===== config.mk =====
export PLATFORM = sky130hd
export DESIGN_NAME = selective_repeat_receiver
export DESIGN_NICKNAME = d
export VERILOG_FILES = /design/src/rtl/srr_pkg.sv /design/src/rtl/srr_rem.sv /design/src/rtl/srr_slot_mem.sv /design/src/rtl/selective_repeat_receiver.sv
export SDC_FILE = /design/constraint.sdc
export NUM_CORES = 1
export LEC_CHECK = 0
export ABC_AREA = 1
export CORE_MARGIN = 5
export CORE_UTILIZATION = 40
export DETAILED_ROUTE_END_ITERATION = 6
export DONT_BUFFER_PORTS = 1
export GPL_TIMING_DRIVEN = 0
export PLACE_DENSITY = 0.56
export RECOVER_POWER = 50
export SYNTH_ARGS = -nofsm -noshare
export SYNTH_HDL_FRONTEND = slang
export SYNTH_SLANG_ARGS = --single-unit

===== constraint.sdc =====
create_clock -name clk -period 6.8 [get_ports clk]
set_input_delay 0.68 -clock clk [delete_from_list [all_inputs] [get_ports clk]]
set_output_delay 0.68 -clock clk [all_outputs]
set_load 0.02 [all_outputs]

===== src/rtl/srr_pkg.sv =====
package srr_pkg;

  localparam int SEQ_BITS = 8;
  localparam int MOD_BITS = 9;
  localparam int WORD_BITS = 64;

  localparam logic [MOD_BITS-1:0] MOD_RESET = 9'd8;
  localparam logic [MOD_BITS-1:0] MOD_MIN = 9'd2;
  localparam logic [MOD_BITS-1:0] MOD_MAX = 9'd256;

  localparam logic KIND_DELIVER = 1'b0;
  localparam logic KIND_ACK = 1'b1;

  typedef struct packed {
    logic [SEQ_BITS-1:0]  seq_num;
    logic [WORD_BITS-1:0] payload_word;
    logic                 checksum_ok;
  } pkt_t;

  typedef struct packed {
    logic                 kind;
    logic [WORD_BITS-1:0] data_out;
    logic [SEQ_BITS-1:0]  ack_num;
    logic                 last;
  } res_t;

endpackage


===== src/rtl/srr_rem.sv =====
module srr_rem (
  input  logic                          clk,
  input  logic                          rst,
  input  logic                          start,
  input  logic [srr_pkg::SEQ_BITS-1:0]  dividend,
  input  logic [srr_pkg::MOD_BITS-1:0]  modulus,
  output logic                          done,
  output logic [srr_pkg::MOD_BITS-1:0]  rem
);

  localparam int CW = $clog2(srr_pkg::SEQ_BITS);

  logic                         busy;
  logic [CW-1:0]                count;
  logic [srr_pkg::SEQ_BITS-1:0] dvd;
  logic [srr_pkg::MOD_BITS:0]   trial;
  logic [srr_pkg::MOD_BITS-1:0] rem_next;

  always_comb begin
    trial = {rem, dvd[srr_pkg::SEQ_BITS-1]};
    if (trial >= {1'b0, modulus}) begin
      trial = trial - {1'b0, modulus};
    end
    rem_next = trial[srr_pkg::MOD_BITS-1:0];
  end

  always_ff @(posedge clk) begin
    if (rst) begin
      busy <= 1'b0;
      done <= 1'b0;
      count <= '0;
    end else begin
      done <= 1'b0;
      if (start) begin
        busy <= 1'b1;
        count <= '0;
      end else if (busy) begin
        count <= count + 1'b1;
        if (count == CW'(srr_pkg::SEQ_BITS - 1)) begin
          busy <= 1'b0;
          done <= 1'b1;
        end
      end
    end
  end

  always_ff @(posedge clk) begin
    if (start) begin
      rem <= '0;
      dvd <= dividend;
    end else if (busy) begin
      rem <= rem_next;
      dvd <= {dvd[srr_pkg::SEQ_BITS-2:0], 1'b0};
    end
  end

endmodule


===== src/rtl/srr_slot_mem.sv =====
module srr_slot_mem #(
  parameter int DEPTH = 4,
  parameter int WIDTH = 64,
  parameter int AW = 2
) (
  input  logic             clk,
  input  logic             we,
  input  logic [AW-1:0]    waddr,
  input  logic [WIDTH-1:0] wdata,
  input  logic             re,
  input  logic [AW-1:0]    raddr,
  output logic [WIDTH-1:0] rdata
);

  logic [WIDTH-1:0] mem [DEPTH];

  always_ff @(posedge clk) begin
    if (we) begin
      mem[waddr] <= wdata;
    end
  end

  always_ff @(posedge clk) begin
    if (re) begin
      rdata <= mem[raddr];
    end
  end

endmodule


===== src/rtl/selective_repeat_receiver.sv =====
// Selective-repeat ARQ receiver. Each packet transaction carries a sequence number, a payload
// word and an upstream checksum flag; a packet with a bad checksum is dropped and yields
// nothing. A good packet is buffered if it falls inside the window on an empty slot, then
// all contiguous buffered payloads at the window base are delivered in order, and finally one
// acknowledgement carrying the packet's own sequence number is sent with last set. For a good
// packet, two passes through the bit-serial remainder unit reduce the base and the sequence
// number modulo the sequence space, and each delivery reads the payload memory and then loads
// the output register, waiting while the output is stalled. No new packet is accepted until
// the acknowledgement is sent. The modulus register is written only while the block waits
// for a packet.
module selective_repeat_receiver #(
  parameter int WINDOW = 4,
  parameter int PAYLOAD_BITS = 64
) (
  input  logic                         clk,
  input  logic                         rst,
  input  logic                         pkt_valid,
  output logic                         pkt_ready,
  input  srr_pkg::pkt_t                pkt,
  output logic                         res_valid,
  input  logic                         res_ready,
  output srr_pkg::res_t                res,
  input  logic                         cfg_valid,
  output logic                         cfg_ready,
  input  logic [srr_pkg::MOD_BITS-1:0] cfg_data
);

  localparam int IW = (WINDOW > 1) ? $clog2(WINDOW) : 1;

  typedef enum logic [6:0] {
    S_IDLE = 7'b0000001,
    S_DIVB = 7'b0000010,
    S_DIVS = 7'b0000100,
    S_OFFS = 7'b0001000,
    S_RD   = 7'b0010000,
    S_DLV  = 7'b0100000,
    S_ACK  = 7'b1000000
  } state_t;

  state_t state;
  state_t state_next;

  logic [srr_pkg::MOD_BITS-1:0] seq_modulus;
  logic [srr_pkg::MOD_BITS-1:0] mod;
  logic [srr_pkg::SEQ_BITS-1:0] window_base;
  logic [srr_pkg::SEQ_BITS-1:0] base_r;
  logic [srr_pkg::SEQ_BITS-1:0] seq_r;
  logic [srr_pkg::SEQ_BITS-1:0] pkt_seq;
  logic [PAYLOAD_BITS-1:0]      pkt_payload;
  logic [WINDOW-1:0]            filled;
  logic [IW-1:0]                head;

  logic                         div_start;
  logic [srr_pkg::SEQ_BITS-1:0] div_dividend;
  logic                         div_done;
  logic [srr_pkg::MOD_BITS-1:0] div_rem;

  logic [srr_pkg::MOD_BITS:0]   off_sum;
  logic [srr_pkg::MOD_BITS-1:0] offset;
  logic [IW:0]                  phys_sum;
  logic [IW-1:0]                phys;
  logic                         store;
  logic [srr_pkg::MOD_BITS-1:0] base_inc;
  logic [srr_pkg::SEQ_BITS-1:0] base_next;
  logic [IW-1:0]                head_next;

  logic                         mem_re;
  logic [PAYLOAD_BITS-1:0]      mem_rdata;
  logic                         out_free;
  logic                         res_load;
  srr_pkg::res_t                res_next;

  always_comb begin
    if (seq_modulus < srr_pkg::MOD_MIN) begin
      mod = srr_pkg::MOD_MIN;
    end else if (seq_modulus > srr_pkg::MOD_MAX) begin
      mod = srr_pkg::MOD_MAX;
    end else begin
      mod = seq_modulus;
    end
  end

  assign pkt_ready = (state == S_IDLE);
  assign cfg_ready = (state == S_IDLE);

  assign div_start = (pkt_valid && pkt_ready && pkt.checksum_ok) ||
                     (state == S_DIVB && div_done);
  assign div_dividend = (state == S_IDLE) ? window_base : pkt_seq;

  srr_rem u_rem (
    .clk      (clk),
    .rst      (rst),
    .start    (div_start),
    .dividend (div_dividend),
    .modulus  (mod),
    .done     (div_done),
    .rem      (div_rem)
  );

  always_comb begin
    off_sum = {2'b00, seq_r} + {1'b0, mod} - {2'b00, base_r};
    if (off_sum >= {1'b0, mod}) begin
      off_sum = off_sum - {1'b0, mod};
    end
    offset = off_sum[srr_pkg::MOD_BITS-1:0];
    phys_sum = {1'b0, head} + (IW + 1)'(offset[IW-1:0]);
    if (phys_sum >= (IW + 1)'(WINDOW)) begin
      phys_sum = phys_sum - (IW + 1)'(WINDOW);
    end
    phys = phys_sum[IW-1:0];
    store = (state == S_OFFS) && (offset < srr_pkg::MOD_BITS'(WINDOW)) && !filled[phys];
  end

  always_comb begin
    base_inc = {1'b0, base_r} + 1'b1;
    if (base_inc == mod) begin
      base_inc = '0;
    end
    base_next = base_inc[srr_pkg::SEQ_BITS-1:0];
    head_next = (head == IW'(WINDOW - 1)) ? '0 : head + 1'b1;
  end

  assign mem_re = (state == S_RD) && filled[head];

  srr_slot_mem #(
    .DEPTH (WINDOW),
    .WIDTH (PAYLOAD_BITS),
    .AW    (IW)
  ) u_mem (
    .clk   (clk),
    .we    (store),
    .waddr (phys),
    .wdata (pkt_payload),
    .re    (mem_re),
    .raddr (head),
    .rdata (mem_rdata)
  );

  assign out_free = !res_valid || res_ready;

  always_comb begin
    res_load = 1'b0;
    res_next = '0;
    state_next = state;
    case (state)
      S_IDLE: begin
        if (pkt_valid && pkt.checksum_ok) begin
          state_next = S_DIVB;
        end
      end
      S_DIVB: begin
        if (div_done) begin
          state_next = S_DIVS;
        end
      end
      S_DIVS: begin
        if (div_done) begin
          state_next = S_OFFS;
        end
      end
      S_OFFS: begin
        state_next = S_RD;
      end
      S_RD: begin
        state_next = filled[head] ? S_DLV : S_ACK;
      end
      S_DLV: begin
        if (out_free) begin
          res_load = 1'b1;
          res_next.kind = srr_pkg::KIND_DELIVER;
          res_next.data_out = srr_pkg::WORD_BITS'(mem_rdata);
          state_next = S_RD;
        end
      end
      S_ACK: begin
        if (out_free) begin
          res_load = 1'b1;
          res_next.kind = srr_pkg::KIND_ACK;
          res_next.ack_num = pkt_seq;
          res_next.last = 1'b1;
          state_next = S_IDLE;
        end
      end
      default: begin
        state_next = S_IDLE;
      end
    endcase
  end

  always_ff @(posedge clk) begin
    if (rst) begin
      state <= S_IDLE;
      seq_modulus <= srr_pkg::MOD_RESET;
      window_base <= '0;
      filled <= '0;
      head <= '0;
      res_valid <= 1'b0;
    end else begin
      state <= state_next;
      if (cfg_valid && cfg_ready) begin
        seq_modulus <= cfg_data;
      end
      if (store) begin
        filled[phys] <= 1'b1;
      end
      if (state == S_DLV && out_free) begin
        filled[head] <= 1'b0;
        head <= head_next;
        window_base <= base_next;
      end
      if (res_load) begin
        res_valid <= 1'b1;
      end else if (res_ready) begin
        res_valid <= 1'b0;
      end
    end
  end

  always_ff @(posedge clk) begin
    if (pkt_valid && pkt_ready) begin
      pkt_seq <= pkt.seq_num;
      pkt_payload <= pkt.payload_word[PAYLOAD_BITS-1:0];
    end
    if (state == S_DIVB && div_done) begin
      base_r <= div_rem[srr_pkg::SEQ_BITS-1:0];
    end
    if (state == S_DIVS && div_done) begin
      seq_r <= div_rem[srr_pkg::SEQ_BITS-1:0];
    end
    if (state == S_DLV && out_free) begin
      base_r <= base_next;
    end
    if (res_load) begin
      res <= res_next;
    end
  end

`ifndef SYNTH
  a_head_empty_idle: assert property (@(posedge clk) disable iff (rst)
    (state == S_IDLE) |-> !filled[head])
    else $error("slot at the window base is filled while waiting for a packet");

  a_reduced_operands: assert property (@(posedge clk) disable iff (rst)
    (state == S_OFFS) |-> (({1'b0, base_r} < mod) && ({1'b0, seq_r} < mod)))
    else $error("base or sequence number not reduced below the modulus");

  a_delivery_not_last: assert property (@(posedge clk) disable iff (rst)
    (res_valid && res.kind == srr_pkg::KIND_DELIVER) |-> !res.last)
    else $error("delivery transaction marked as last");
`endif

endmodule

Yosys cells after proc, flatten, opt, wreduce, memory -nomap -nowiden --
Memories as Yosys holds them, arrays and structs flattened. A register that Yosys moved wholly into a read port is not among the register bits. Cells that the tools add are included. Widths: inputs -> output; s select.
Storage, ports and cells: bits in registers 215, logic and storage cells 125, memories kept 1, input port bits 87, bits in writable memories 256
Operators by class: reduce and logical (&&, ||, !) cells 25, equality and inequality tests 15, multiplexer cells 42, bitwise gates (word level) 4, $lt $le $gt $ge 10, add/subtract/negate cells 9
Memory list:
- u_mem.mem | depth 4, bits a word 64, rd ports 1, clocked after memory_dff 1, wr ports 1, RTL line srr_slot_mem.sv:15 | logic [WIDTH-1:0] mem [DEPTH];
Operators by type and width (count):
- $pmux 7 s7 | 1
- $mux 8 | 6
- $mux 7 | 6
- $mux 9 | 4
- $ge 10x9->1 | 2
- $sub 9x9->9 | 2
- $mux 1 | 15
- $logic_and 1x1->1 | 12
- $mux 4 | 3
- $add 8x9->10 | 1
- $sub 10x8->10 | 1
- $add 8x1->9 const B | 1
- $eq 9x9->1 | 1
- $gt 9x9->1 const B | 1
- $lt 9x2->1 const B | 1
- $lt 9x3->1 const B | 1
- $eq 7x1->1 const B | 1
- $eq 7x2->1 const B | 1
- $eq 7x3->1 const B | 1
- $eq 7x4->1 const B | 1
- $eq 7x5->1 const B | 1
- $eq 7x6->1 const B | 1
- $eq 7x7->1 const B | 1
- $lt 2x3->1 const B | 2
- 25 further kinds | 38

Depth between registers and ports, before layout --
word-level depth 19, mapped depth 36, depth with buffers taken out 35

Hierarchy --
Synthesis repeated with hierarchy kept, for this count alone.
Unflattened totals: cell total of the unflattened synthesis 2127, area total of the unflattened synthesis 22881.9 um^2
By module, submodules not included:
- srr_slot_mem | times used 1, seq. area each 9609.2 um^2, cells each 1074, area an instance 12683.4 um^2
- selective_repeat_receiver | times used 1, seq. area each 5455.2 um^2, cells each 832, area an instance 8698.3 um^2
- srr_rem | times used 1, seq. area each 520.5 um^2, cells each 221, area an instance 1500.2 um^2

Least setup slack after synthesis --
No wires, ideal clock.
path type reg-to-reg, start point reg seq_modulus[6] (netlist name), end point mem u_mem.mem[2][0] (enable), setup slack 0.853 ns, data required time 6.382 ns, period minus slack after synthesis 5.947 ns, cell stages (with the launch flop) 37, arrival 5.529 ns, setup time 0.418 ns, cells stage by stage dfxtp_1 > inv_1 > nand2_1 > nor2_2 > nand4_2 > o21ai_2 > buf_6 > nand2_2 > inv_1 > fa_1 > inv_1 > fa_1 > inv_1 > nand4_1 > nand3_1 > nand2_1 > nand2_1 > inv_1 > ha_1 > nand2_1 > nor2_1 > nand2_2 > nand2_1 > nand2_1 > and2_4 > nand2_4 > inv_2 > nand2_1 > o21ai_0 > ha_1 > xnor2_1 > inv_1 > nand3_2 > nand2_2 > nor2_1 > nand4_1 > inv_1
On the way: cells in the longest elaborated chain, start to end 16, elaborated cells between the ends (all ways) 21
Ends and longest elaborated chain:
- start: declaration | RTL line selective_repeat_receiver.sv:43 | logic [srr_pkg::MOD_BITS-1:0] seq_modulus;
- start signal: assignment | RTL line selective_repeat_receiver.sv:193 | seq_modulus <= srr_pkg::MOD_RESET;
- start signal: assignment | RTL line selective_repeat_receiver.sv:201 | seq_modulus <= cfg_data;
- $gt 9x9->1 | RTL line selective_repeat_receiver.sv:76 | end else if (seq_modulus > srr_pkg::MOD_MAX) begin
- $mux 9 | RTL line selective_repeat_receiver.sv:76
- $mux 9 (*) | RTL line selective_repeat_receiver.sv:74 | if (seq_modulus < srr_pkg::MOD_MIN) begin
- $add 8x9->10 | RTL line selective_repeat_receiver.sv:101 | off_sum = {2'b00, seq_r} + {1'b0, mod} - {2'b00, base_r};
- $sub 10x8->10 | RTL line selective_repeat_receiver.sv:101
- $sub 9x9->9 / $ge 10x9->1 (equally long branches) | RTL line selective_repeat_receiver.sv:103, selective_repeat_receiver.sv:102
- $mux 9 (*) | RTL line selective_repeat_receiver.sv:102 | if (off_sum >= {1'b0, mod}) begin
- $add 2x2->3 | RTL line selective_repeat_receiver.sv:106 | phys_sum = {1'b0, head} + (IW + 1)'(offset[IW-1:0]);
- $ge 3x3->1 / $sub 2x1->2 (equally long branches) | RTL line selective_repeat_receiver.sv:107, selective_repeat_receiver.sv:108
- $mux 2 | RTL line selective_repeat_receiver.sv:107 | if (phys_sum >= (IW + 1)'(WINDOW)) begin
- $bmux 1 s2 | RTL line selective_repeat_receiver.sv:111 | store = (state == S_OFFS) && (offset < srr_pkg::MOD_BITS'(WINDOW)) && !filled[phys];
- $mux 1 (not written as such) | RTL line selective_repeat_receiver.sv:111
- $logic_not 1->1 | RTL line selective_repeat_receiver.sv:111
- $logic_and 1x1->1 | RTL line selective_repeat_receiver.sv:111
- $mux 1 | RTL line srr_slot_mem.sv:18 | if (we) begin
- $mux 1 (not written as such) | RTL line srr_slot_mem.sv:19 | mem[waddr] <= wdata;
- end: declaration | RTL line srr_slot_mem.sv:15
Every way passes the cells marked *; elsewhere a longest branch is shown, timed or not. The select of a mux whose other input is x is not followed.

Worst setup path in the final report --
start point reg seq_modulus[6] (netlist name), end point mem u_mem.mem[3][3] (enable)
Same word-level chain as after synthesis.

==> reports/metrics.csv <==
metric,value,unit
outcome,"complete, but fails checks",
violations,"capacitance limit, slew limit",
start_kind,flop,
slowest_delay,0.51,ns
final_layout_size_suffix_gt1_share,8.26,%
drcViolationCount,0,
fp.dieW,242,µm
p_leak,8.90,nW
grt_usage,16.7,%
antenna_found_initial,7,
synth-compound-area-share,7.78,%
seq_power_share,51.3,%
portBuffers,0,
synth_xor_area_share,0.571,%
vias_per_cell,5.04,
num_io_pins,164,
hold_buffers,0,
grt-ovfl-total,0,
wl_met3,2750,µm
vias,12700,
syn_area,21500,µm²
yosys.area_share.simple,10.8,%
root_buffer,clkbuf_16,
critPathArrivalTime,6.46,ns
rsz0062_at_grt,false,
min_path_type,input pin to flop,
synth_fa_ha_area_share,2.97,%
combPwrFrac,8.7,%
max-slew-margin-rel,-51.2,%
maxCapViolCount,4,
ys_seq_area_share,72.6,%
drtIter0Drc,1043,
vdd_drop_max,0.278,mV
yosysWarnings,0,
nFillCells,4843,
postSynthCellCount,1705,
wl_per_cell,19.9,µm
clock_latency,0.63,ns
hold_viol,0,
dp_hpwl,32400,µm
crit_required,7.07,ns
postRouteWirelength,50000,µm
top_layer,met5,
cp_max_fo,42,
setup_viol,0,
synth.net_count,1837,
area_growth,12.8,%
final_core_utilization,45.3,%
p_switching,1.73,mW
synth.area.mux_share,0,%
postCtsSetupRepairBufs,0,
ys_ff_latch,534,
cts_made_buffers,56,
htree_levels,2,
worst_pin_slew,2.26,ns
worst_path_most_repeated_cell,nand2_1,
path_clk_slew,0.06,ns
end_kind,flop,
worst-setup-path-type,flop to flop,
timing.fmax,161,MHz
cts-resized-gates,0,
finalCritPeriodShare,91.1,%
fin_crit,6.20,ns
worst_hold_slack,0.146,ns
grt_start_max_net_pins,49,
cts_buffer_depth,3,
wl_met1,21500,µm
power_density,300,nW/µm²
rows,85,
synth_flop_cell,edfxtp_1,
synthArstFlopShare,0,%
die_area,58400,µm²
dr.pass1.iters,5,
syn_avg_cell_area,12.6,µm²
slew_viol_final,98,
die_h,242,µm
wl_met2,24200,µm
grt_pass1_wl,76300,µm
ant_nets,0,
initial_utilization,40.1,%
synth_cell_type_count,46,
place.gp.congestion,0.832,
switching_share,23.8,%
synth-edff-count,489,
grt_pass1_vias,12700,
coreArea,53500,µm²
final.setup_skew,0.0461,ns
critPathSlowestCell,o21ai_0,
clkSinkCount,534,
clockPowerShare,40.1,%
fin_nets,1905,
synth_top_family_by_area,simple AND/OR/NAND/NOR gates,
internal_power,5.54,mW
cts_tree,built,
==> critical path: cells and delay by family (launching register included) <==
| family | cells | cell delay, ns |
|---|---|---|
| xor gates and xnor gates | 1 | 0.26 |
| and+or+nand+nor | 18 | 2.00 |
| buffers and inverters | 8 | 1.14 |
| DFF | 1 | 0.34 |
| AOI/OAI and AO/OA | 3 | 0.82 |
| adders and majority gates | 4 | 1.30 |
==> cells in the mapped netlist (all sizes together) (3+ instances only) <==
cell	instances	area [µm²]
edfxtp	489	14700
nor2	250	976
inv	219	822
nand2	193	759
o21ai	161	840
o22ai	70	438
nand3	52	323
clkbuf	49	184
a21oi	48	270
dfxtp	45	901
ha	35	438
nand4	20	131
buf	17	133
fa	10	200
xor2	8	70.1
a31oi	7	43.8
nand3b	7	52.6
xnor2	6	52.6
nor4	4	46.3
o211ai	3	22.5
==> layer usage <==
| layer | track usage (%) | vias to the layer above |
|---|---|---|
| met3 | 3.98 | 94 |
| met1 | 21.8 | 6212 |
| met5 | 0 | - |
| li1 | - | 6081 |
| met4 | 5.10 | 10 |
| met2 | 27.9 | 271 |
==> power by group through the flow <==
stage	registers, mW	logic (mW)	clock network, mW
finish	3.73	0.632	2.91
CTS	3.73	0.635	2.99
global route	3.73	0.720	3.14
detailed placement	3.79	0.630	0
global placement	3.79	0.618	0
floorplan	3.77	0.493	0
==> flip-flops by register name, summed over array words and instances (netlist names), 7 cells and up <==
name         flops
u_rem.rem        9
pkt_payload     64
base_r           8
u_rem.dvd        8
window_base      8
seq_r            8
res             73
seq_modulus      9
u_mem.rdata     64
state            7
u_mem.mem      256
pkt_seq          8
==> cell type report <==
class | instances | area, µm² | share of cell area [%]
flip-flops and latches | 534 | 15600 | 64.3
repair buffers | 10 | 198 | 0.816
diodes | 2 | 5.00 | 0.0207
plain buffers | 66 | 282 | 1.16
well taps | 696 | 871 | 3.59
inverters | 219 | 832 | 3.43
multi-input cells | 886 | 4710 | 19.4
clock buffers | 66 | 1460 | 6.03
clock inverters | 34 | 284 | 1.17
==> path summary, 6_finish.rpt <==
check,end,start,depth (start not counted),slack [ns]
worst max-delay path,u_mem.mem[3][3],seq_modulus[6],34,0.60
worst min-delay path,pkt_payload[54],pkt[55],0,0.15
worst max register to register,u_mem.mem[3][3],seq_modulus[6],34,0.60
worst min register to register,u_rem.rem[8],u_rem.rem[8],2,0.46
==> cell families after synthesis <==
group	after synthesis
and+or+nand+nor	531
xor gates and xnor gates	14
AOI/OAI and AO/OA	296
DFF	534
adders and majority gates	45
buffers and inverters	285
==> stage by stage <==
step / area [µm²] / instances / worst slack, ns / setup TNS [ns] / power, mW
6_report: 24200 / 2513 / 0.604 / 0 / 7.27
5_1_grt: 24200 / 2511 / 0.117 / 0 / 7.59
4_1_cts: 24300 / 2511 / 0.554 / 0 / 7.35
3_5_place_dp: 22600 / 2411 / 0.593 / 0 / 4.42
3_3_place_gp: 22300 / 2401 / -1.12 / -334.80 / 4.41
2_1_floorplan: 21500 / 1705 / 0.853 / 0 / 4.26
==> cell usage in the layout, fill, tap and decap left out, types with 17 or more instances in the layout <==
master     netlist  routed
a21oi_1         40      42
clkbuf_1        49      66
clkbuf_16        0      57
clkinv_1         0      17
dfxtp_1         45      45
edfxtp_1       489     489
ha_1            35      35
inv_1          208     206
nand2_1        183     183
nand3_1         41      41
nand4_1         19      19
nor2_1         241     244
o21ai_0        148     148
o22ai_1         70      70
Note: power is estimated with default switching activity, not from simulation.
